===== src/design/dvre_pkg.sv =====
// ----------------------------------------------------------------------------
// dvre_pkg
// Shared types and constants of the distance-vector route engine: item
// structs, mode codes, configuration register indexes and defaults.
// ----------------------------------------------------------------------------
package dvre_pkg;

  localparam int NODES_DEF     = 16;
  localparam int COST_BITS_DEF = 16;
  localparam int MAX_RESULTS   = 16;

  localparam int MODE_W = 2;
  localparam int NODE_W = 4;
  localparam int COST_W = 16;

  localparam logic [MODE_W-1:0] MODE_DATA   = 2'd0;
  localparam logic [MODE_W-1:0] MODE_UPDATE = 2'd1;
  localparam logic [MODE_W-1:0] MODE_LOAD   = 2'd2;
  localparam logic [MODE_W-1:0] MODE_DUMP   = 2'd3;

  localparam int CFG_IDX_W  = 1;
  localparam int CFG_DATA_W = 16;

  localparam logic [CFG_IDX_W-1:0] CFG_OWN_NODE = 1'b0;
  localparam logic [CFG_IDX_W-1:0] CFG_INF_COST = 1'b1;

  localparam logic [NODE_W-1:0] OWN_NODE_RESET = 4'd0;
  localparam logic [COST_W-1:0] INF_RESET      = 16'hFFFF;

  typedef struct packed {
    logic [MODE_W-1:0] mode;
    logic [NODE_W-1:0] neighbour;
    logic [NODE_W-1:0] dest_node;
    logic [COST_W-1:0] cost;
  } in_item_t;

  typedef struct packed {
    logic              deliver_local;
    logic              route_valid;
    logic [NODE_W-1:0] next_hop;
    logic [NODE_W-1:0] node;
    logic [COST_W-1:0] path_cost;
    logic              changed;
    logic              last;
  } out_item_t;

endpackage


===== src/design/distance_vector_route_engine.sv =====
// ----------------------------------------------------------------------------
// distance_vector_route_engine
// Distance-vector route table with packet lookup, route relaxation, link
// load and vector dump, held in two simple dual-port synchronous memories.
// ----------------------------------------------------------------------------
//  channel  ports                              transfer
//  input    start, busy, in_item               start & !busy
//  result   out_valid, out_item                out_valid (one cycle)
//  config   cfg_valid, cfg_ready, cfg_index,   cfg_valid & cfg_ready
//           cfg_data
//
//  Lookup, update and load: a memory read, then modify and write back.
//  Dump: min(NODES,16) entries, one entry per cycle from the route read port.
//  Reset clears control state and the per-entry written marks;
//  unwritten entries read as the reset infinite cost (INF_RESET), no hop, not valid.
//  busy holds off start; results cannot be stalled; cfg_ready is always high.
// ----------------------------------------------------------------------------
module distance_vector_route_engine #(
  parameter int NODES     = dvre_pkg::NODES_DEF,
  parameter int COST_BITS = dvre_pkg::COST_BITS_DEF
) (
  input  logic                            clk,
  input  logic                            rst_n,
  input  logic                            start,
  output logic                            busy,
  input  dvre_pkg::in_item_t              in_item,
  output logic                            out_valid,
  output dvre_pkg::out_item_t             out_item,
  input  logic                            cfg_valid,
  output logic                            cfg_ready,
  input  logic [dvre_pkg::CFG_IDX_W-1:0]  cfg_index,
  input  logic [dvre_pkg::CFG_DATA_W-1:0] cfg_data
);

  localparam int IDXW = $clog2(NODES);
  localparam int RT_W = COST_BITS + dvre_pkg::NODE_W + 1;
  localparam int DUMP_N = (NODES < dvre_pkg::MAX_RESULTS) ? NODES : dvre_pkg::MAX_RESULTS;
  localparam logic [dvre_pkg::NODE_W-1:0] DUMP_LAST = dvre_pkg::NODE_W'(DUMP_N - 1);
  localparam logic [COST_BITS-1:0] TBL_RESET = COST_BITS'(dvre_pkg::INF_RESET);

  localparam logic ST_IDLE = 1'b0;
  localparam logic ST_EXEC = 1'b1;

  function automatic logic in_range(input logic [dvre_pkg::NODE_W-1:0] n);
    return (32'(n) < NODES);
  endfunction

  function automatic logic [IDXW-1:0] to_addr(input logic [dvre_pkg::NODE_W-1:0] n);
    return in_range(n) ? IDXW'(n) : '0;
  endfunction

  logic [COST_BITS-1:0] link_mem  [NODES];
  logic [RT_W-1:0]      route_mem [NODES];

  logic                            state_r, state_nxt;
  logic [dvre_pkg::NODE_W-1:0]     cnt_r, cnt_nxt;
  dvre_pkg::in_item_t              item_r, item_nxt;
  logic [dvre_pkg::NODE_W-1:0]     own_r;
  logic [dvre_pkg::COST_W-1:0]     inf_r;
  logic [NODES-1:0]                lk_wr_r, rt_wr_r;
  logic                            out_valid_r, out_valid_nxt;
  dvre_pkg::out_item_t             out_item_r, out_item_nxt;
  logic [COST_BITS-1:0]            lk_rd_r;
  logic [RT_W-1:0]                 rt_rd_r;
  logic                            lk_rd_wr_r, rt_rd_wr_r;

  logic                            accept;
  logic [IDXW-1:0]                 lk_raddr, rt_raddr, rt_waddr, lk_waddr;
  logic                            lk_we, rt_we;
  logic [RT_W-1:0]                 rt_wdata;
  logic [COST_BITS-1:0]            lk_eff, best_eff, inf_c, cost_c, sum_sat;
  logic [dvre_pkg::NODE_W-1:0]     hop_eff;
  logic                            vld_eff, nb_ok, dst_ok, upd, dump_last;
  logic [COST_BITS:0]              sum_raw;

  assign busy      = state_r;
  assign cfg_ready = 1'b1;
  assign out_valid = out_valid_r;
  assign out_item  = out_item_r;
  assign accept    = start && !busy;

  // read addresses
  always_comb begin
    lk_raddr = to_addr(in_item.neighbour);
    if (state_r == ST_EXEC) begin
      rt_raddr = (cnt_r == DUMP_LAST) ? '0 : IDXW'(cnt_r + 4'd1);
    end else begin
      case (in_item.mode)
        dvre_pkg::MODE_LOAD: rt_raddr = to_addr(in_item.neighbour);
        dvre_pkg::MODE_DUMP: rt_raddr = '0;
        default:             rt_raddr = to_addr(in_item.dest_node);
      endcase
    end
  end

  always_ff @(posedge clk) begin
    lk_rd_r    <= link_mem[lk_raddr];
    lk_rd_wr_r <= lk_wr_r[lk_raddr];
    rt_rd_r    <= route_mem[rt_raddr];
    rt_rd_wr_r <= rt_wr_r[rt_raddr];
    if (lk_we) begin
      link_mem[lk_waddr] <= cost_c;
    end
    if (rt_we) begin
      route_mem[rt_waddr] <= rt_wdata;
    end
  end

  // modify
  always_comb begin
    inf_c    = COST_BITS'(inf_r);
    cost_c   = COST_BITS'(item_r.cost);
    lk_eff   = lk_rd_wr_r ? lk_rd_r : TBL_RESET;
    best_eff = rt_rd_wr_r ? rt_rd_r[COST_BITS-1:0] : TBL_RESET;
    hop_eff  = rt_rd_wr_r ? rt_rd_r[COST_BITS+dvre_pkg::NODE_W-1:COST_BITS] : '0;
    vld_eff  = rt_rd_wr_r && rt_rd_r[RT_W-1];
    nb_ok    = in_range(item_r.neighbour);
    dst_ok   = in_range(item_r.dest_node);
    sum_raw  = {1'b0, lk_eff} + (COST_BITS+1)'(cost_c);
    sum_sat  = (sum_raw > {1'b0, inf_c}) ? inf_c : sum_raw[COST_BITS-1:0];
    upd      = sum_sat < best_eff;
    dump_last = (cnt_r == DUMP_LAST);

    lk_we    = 1'b0;
    rt_we    = 1'b0;
    lk_waddr = to_addr(item_r.neighbour);
    rt_waddr = to_addr(item_r.dest_node);
    rt_wdata = {1'b1, item_r.neighbour, sum_sat};

    out_item_nxt = '0;
    out_item_nxt.last = 1'b1;

    case (item_r.mode)
      dvre_pkg::MODE_DATA: begin
        out_item_nxt.node = item_r.dest_node;
        if (item_r.dest_node == own_r) begin
          out_item_nxt.deliver_local = 1'b1;
          out_item_nxt.path_cost = dst_ok ? dvre_pkg::COST_W'(best_eff) : inf_r;
        end else if (dst_ok) begin
          out_item_nxt.route_valid = vld_eff;
          out_item_nxt.next_hop    = hop_eff;
          out_item_nxt.path_cost   = dvre_pkg::COST_W'(best_eff);
        end else begin
          out_item_nxt.path_cost = inf_r;
        end
      end
      dvre_pkg::MODE_UPDATE: begin
        out_item_nxt.node = item_r.dest_node;
        if (nb_ok && dst_ok) begin
          rt_we = (state_r == ST_EXEC) && upd;
          out_item_nxt.changed     = upd;
          out_item_nxt.route_valid = upd || vld_eff;
          out_item_nxt.next_hop    = upd ? item_r.neighbour : hop_eff;
          out_item_nxt.path_cost   = dvre_pkg::COST_W'(upd ? sum_sat : best_eff);
        end else begin
          out_item_nxt.path_cost = inf_r;
        end
      end
      dvre_pkg::MODE_LOAD: begin
        out_item_nxt.node = item_r.neighbour;
        rt_waddr = to_addr(item_r.neighbour);
        rt_wdata = {(cost_c < inf_c), item_r.neighbour, cost_c};
        if (nb_ok) begin
          lk_we = (state_r == ST_EXEC);
          rt_we = (state_r == ST_EXEC);
          out_item_nxt.route_valid = cost_c < inf_c;
          out_item_nxt.next_hop    = item_r.neighbour;
          out_item_nxt.path_cost   = dvre_pkg::COST_W'(cost_c);
        end else begin
          out_item_nxt.path_cost = inf_r;
        end
      end
      default: begin
        out_item_nxt.node        = cnt_r;
        out_item_nxt.route_valid = vld_eff;
        out_item_nxt.next_hop    = hop_eff;
        out_item_nxt.path_cost   = dvre_pkg::COST_W'(best_eff);
        out_item_nxt.last        = dump_last;
      end
    endcase
  end

  // sequencer
  always_comb begin
    state_nxt     = state_r;
    cnt_nxt       = cnt_r;
    item_nxt      = item_r;
    out_valid_nxt = 1'b0;
    case (state_r)
      ST_IDLE: begin
        if (accept) begin
          state_nxt = ST_EXEC;
          cnt_nxt   = '0;
          item_nxt  = in_item;
        end
      end
      default: begin
        out_valid_nxt = 1'b1;
        if (item_r.mode != dvre_pkg::MODE_DUMP || dump_last) begin
          state_nxt = ST_IDLE;
        end else begin
          cnt_nxt = cnt_r + 4'd1;
        end
      end
    endcase
  end

  always_ff @(posedge clk) begin
    if (!rst_n) begin
      state_r     <= ST_IDLE;
      cnt_r       <= '0;
      own_r       <= dvre_pkg::OWN_NODE_RESET;
      inf_r       <= dvre_pkg::INF_RESET;
      lk_wr_r     <= '0;
      rt_wr_r     <= '0;
      out_valid_r <= 1'b0;
    end else begin
      state_r     <= state_nxt;
      cnt_r       <= cnt_nxt;
      out_valid_r <= out_valid_nxt;
      if (lk_we) begin
        lk_wr_r[lk_waddr] <= 1'b1;
      end
      if (rt_we) begin
        rt_wr_r[rt_waddr] <= 1'b1;
      end
      if (cfg_valid && cfg_ready) begin
        case (cfg_index)
          dvre_pkg::CFG_OWN_NODE: own_r <= cfg_data[dvre_pkg::NODE_W-1:0];
          dvre_pkg::CFG_INF_COST: inf_r <= cfg_data;
          default: ;
        endcase
      end
    end
  end

  always_ff @(posedge clk) begin
    item_r     <= item_nxt;
    out_item_r <= out_item_nxt;
  end

  a_accept_busy: assert property (@(posedge clk) disable iff (!rst_n)
    accept |=> busy)
    else $error("accepted item did not raise busy");

  a_last_idle: assert property (@(posedge clk) disable iff (!rst_n)
    (out_valid && out_item.last) |-> !busy)
    else $error("final result while engine still busy");

  a_out_from_exec: assert property (@(posedge clk) disable iff (!rst_n)
    out_valid |-> $past(state_r) == ST_EXEC)
    else $error("result transfer without an executing item");

  a_write_exec: assert property (@(posedge clk) disable iff (!rst_n)
    (lk_we || rt_we) |-> (state_r == ST_EXEC && item_r.mode != dvre_pkg::MODE_DUMP))
    else $error("table write outside an update or load");

  a_dump_cnt: assert property (@(posedge clk) disable iff (!rst_n)
    (state_r == ST_EXEC && item_r.mode == dvre_pkg::MODE_DUMP) |-> cnt_r <= DUMP_LAST)
    else $error("dump index past final entry");

endmodule


===== config.mk =====
export PLATFORM = sky130hd
export DESIGN_NAME = distance_vector_route_engine
export DESIGN_NICKNAME = d
export VERILOG_FILES = /design/src/design/dvre_pkg.sv /design/src/design/distance_vector_route_engine.sv
export SDC_FILE = /design/constraint.sdc
export NUM_CORES = 1
export LEC_CHECK = 0
export BUFFER_PORTS_ARGS = -buffer_cell sky130_fd_sc_hd__buf_2
export CAP_MARGIN = 10
export CORE_ASPECT_RATIO = 1.75
export CORE_MARGIN = 1.5
export CORE_UTILIZATION = 35
export CTS_BUF_LIST = sky130_fd_sc_hd__clkbuf_8 sky130_fd_sc_hd__clkbuf_16
export DETAILED_ROUTE_END_ITERATION = 6
export GPL_ROUTABILITY_DRIVEN = 0
export GPL_TIMING_DRIVEN = 0
export PLACE_DENSITY = 0.53
export SLEW_MARGIN = 10
export SYNTH_ARGS = -nofsm -noshare
export SYNTH_HDL_FRONTEND = slang
export SYNTH_SLANG_ARGS = --single-unit
export TNS_END_PERCENT = 10

===== constraint.sdc =====
create_clock -name clk -period 23.9 [get_ports clk]
set_input_delay 4.78 -clock clk [delete_from_list [all_inputs] [get_ports clk]]
set_output_delay 4.78 -clock clk [all_outputs]
set_load 0.05 [all_outputs]

==> impl_metrics.ini <==
[worst_hold_path]
holdCritPathClass = reg -> reg

[grt]
grt_max_degree = 24
grt_overflow = 0
first_global_vias = 19600
grt_usage_pct = 20.4
grt_pass1_wl_um = 130000
antenna_found_initial = 1

[clocking]
postCtsHoldBufs = 0
cts.clk_slew.worst_paths_ns = 0.06
clkLatencyLatePin_ns = 0.66
postCtsSetupRepairBufs = 0
cts_buffers = 70
cts_tree = yes
cts_resized = 0
clock-sinks = 743
htreeDepth = 3
cts.path.max_buffers = 3
cts_root_buf = clkbuf_16

[floorplan]
ioPinCount = 78
die_area_sq_um = 89600
die_h_um = 395
die_x_um = 227
initial_utilization_pct = 35.3
num_rows = 143
core_sq_um = 87000

[timing]
rsz0062_at_grt = false
slew_headroom_pct = 22.1
min_period_ns = 9.46
tns_ns = 0
clock.fmax_mhz = 106
max_slew.worst_pin.slew_ns = 1.17
setup_ws_ns = 14.44
finClkSkew_ns = 0.0257
setup-violations-final = 0
post-route-period-util_pct = 39.6
drv_slew = 0
finalHoldViolCount = 0

[drt]
antenna_left = 0
drc = 0
vias = 18200
wl_um = 90000
viasPerCell = 5.31
detail_route.wl_per_cell_um = 26.3
drtIter0Drc = 1260
firstDrtPassIters = 6

[layout]
register_area_sq_um = 21100
nets = 2324
fill_cells = 8056
drive_gt1_share_pct = 18.1
n_antenna_cell = 0
multi_input_comb_area_sq_um = 9170
syn2layout_area_growth_pct = 15.9
stdcell_area_sq_um = 35600

[pwr]
p_leak_nw = 12.2
peakVddDrop_v = 0.0000547
powerDensity_nw_per_um2 = 83.6

[yosys]
synth_cells = 1989
yosys_warnings = 0
synth-edff-count = 618
postSynth.asyncResetShare_pct = 0
syn-num-nets = 2104
syn_area_per_cell_sq_um = 15.4
synth_area_leaders = edfxtp_1 (60%), dfxtp_1 (8.1%), mux4_2 (6.2%)
synth_top_area_cell = edfxtp_1
ys.flop_type = edfxtp_1
netlist_top_cells_count = edfxtp_1 (618), a211oi_1 (158), dfxtp_1 (125)
syn_area_sq_um = 30700
yosysSeqAreaShare_pct = 68.6
synth.most_common_cell = edfxtp_1
ys_ff_latch = 743
synth_top_area_share_pct = 60.4
synth.distinct_cells = 63

[status]
status = finished clean

[worst_setup_path]
cpMostUsedCell = buf_4
crit_fanout = 20
setup.worst_path.class = reg -> reg
start_kind = flop
arrival_ns = 9.85
cp.required_ns = 24.30
cp_slowest_cell = edfxtp_1
critPathMaxStageDelay_ns = 0.86
cp-end-kind = flop

[placed_design]
port_buffers = 76
hpwlAfterDp_um = 67400
dp_slack_ns = 14.46
post_dp_cell_area_sq_um = 33300

[job]
drv_cap = 0
## worst paths after layout
| path | startpoint | endpoint | slack (ns) | depth (start not counted) |
|---|---|---|---|---|
| worst min register to register | lk_wr_r[2] | lk_wr_r[2] | 0.47 | 1 |
| worst max register to register | cost_c[0] | route_mem[3][9] | 14.44 | 33 |
| worst min-delay path | lk_wr_r[2] | lk_wr_r[2] | 0.47 | 1 |
| worst max-delay path | cost_c[0] | route_mem[3][9] | 14.44 | 33 |
## where the power goes
group          total [mW]  switching (mW)  internal, mW  leakage (nW)
clock                1.12           0.495         0.622          1.18
sequential           1.48          0.0279          1.45          6.65
combinational       0.381           0.266         0.115          4.36
## state kept, by name, summed over array words and instances (netlist names), 6 cells and up
| name | cells |
|---|---|
| out_item | 28 |
| rt_rd_r | 21 |
| item_r | 6 |
| rt_wr_r | 16 |
| inf_c | 16 |
| lk_wr_r | 16 |
| cost_c | 16 |
| lk_rd_r | 16 |
| route_mem | 336 |
| link_mem | 256 |
## final cells by class
| class | instances | share of cell area [%] |
|---|---|---|
| clock buffers | 79 | 5.40 |
| clock inverters | 49 | 0.981 |
| plain buffers | 121 | 1.38 |
| multi-input cells | 1075 | 25.8 |
| flip-flops and latches | 743 | 59.2 |
| inverters | 50 | 0.527 |
| well taps | 1160 | 4.08 |
| repair buffers | 148 | 2.70 |
## cell families after synthesis
| group | after synthesis | share of synthesized area (%) |
|---|---|---|
| flip-flops | 743 | 68.6 |
| AO/OA/AOI/OAI | 439 | 9.85 |
| AND/OR/NAND/NOR | 344 | 5.81 |
| multiplexers | 205 | 10.2 |
| buffers and inverters | 171 | 2.20 |
| adder cells (fa/ha/maj) | 68 | 2.80 |
| XOR/XNOR | 18 | 0.513 |
| other | 1 | 0.0122 |
## per-layer routing
metal	vias up	global-route usage [%]	routed length [um]	share of wire, %
li1	8206	-	-	-
met1	9294	20.1	30600	34
met2	509	40.1	51600	57
met3	194	2.62	3060	3.4
met4	0	11.2	4810	5.3
met5	-	0	0	0
## cells in the final DEF (no fill, tap or decap), types with 18 or more instances in the layout
| cell type | instances |
|---|---|
| o21a_1 | 22 |
| buf_2 | 91 |
| mux2_2 | 21 |
| o21ai_0 | 23 |
| nor2b_1 | 114 |
| a21oi_1 | 123 |
| a211oi_1 | 158 |
| clkbuf_16 | 74 |
| inv_1 | 69 |
| o211ai_1 | 18 |
| mux4_2 | 85 |
| dfxtp_1 | 125 |
| nor2_1 | 56 |
| clkbuf_1 | 90 |
| nand2_1 | 70 |
| buf_4 | 64 |
| nand2b_1 | 30 |
| edfxtp_1 | 618 |
| ha_1 | 67 |
| mux2i_1 | 99 |
## critical path: cells and delay by family, from the launching register on
| family | cells | cell delay, ns |
|---|---|---|
| buffers and inverters | 9 | 1.89 |
| AOI/OAI and AO/OA | 9 | 2.62 |
| DFF | 1 | 0.86 |
| muxes | 1 | 0.31 |
| and+or+nand+nor | 9 | 1.84 |
| xor gates and xnor gates | 1 | 0.28 |
| adders and majority gates | 4 | 1.36 |
## stage by stage
step                      util, %  cells  hold slack [ns]  total power [mW]
after global placement       37.4   3225            0.441              1.88
after global routing         40.9   3425            0.483              3.07
after CTS                    40.9   3423            0.467              3.00
after detailed placement     38.3   3295            0.453              1.89
final                        40.9   3425            0.466              2.98
after floorplan                 -   1989            0.424              1.73
Power figures use the tool's default switching activity.
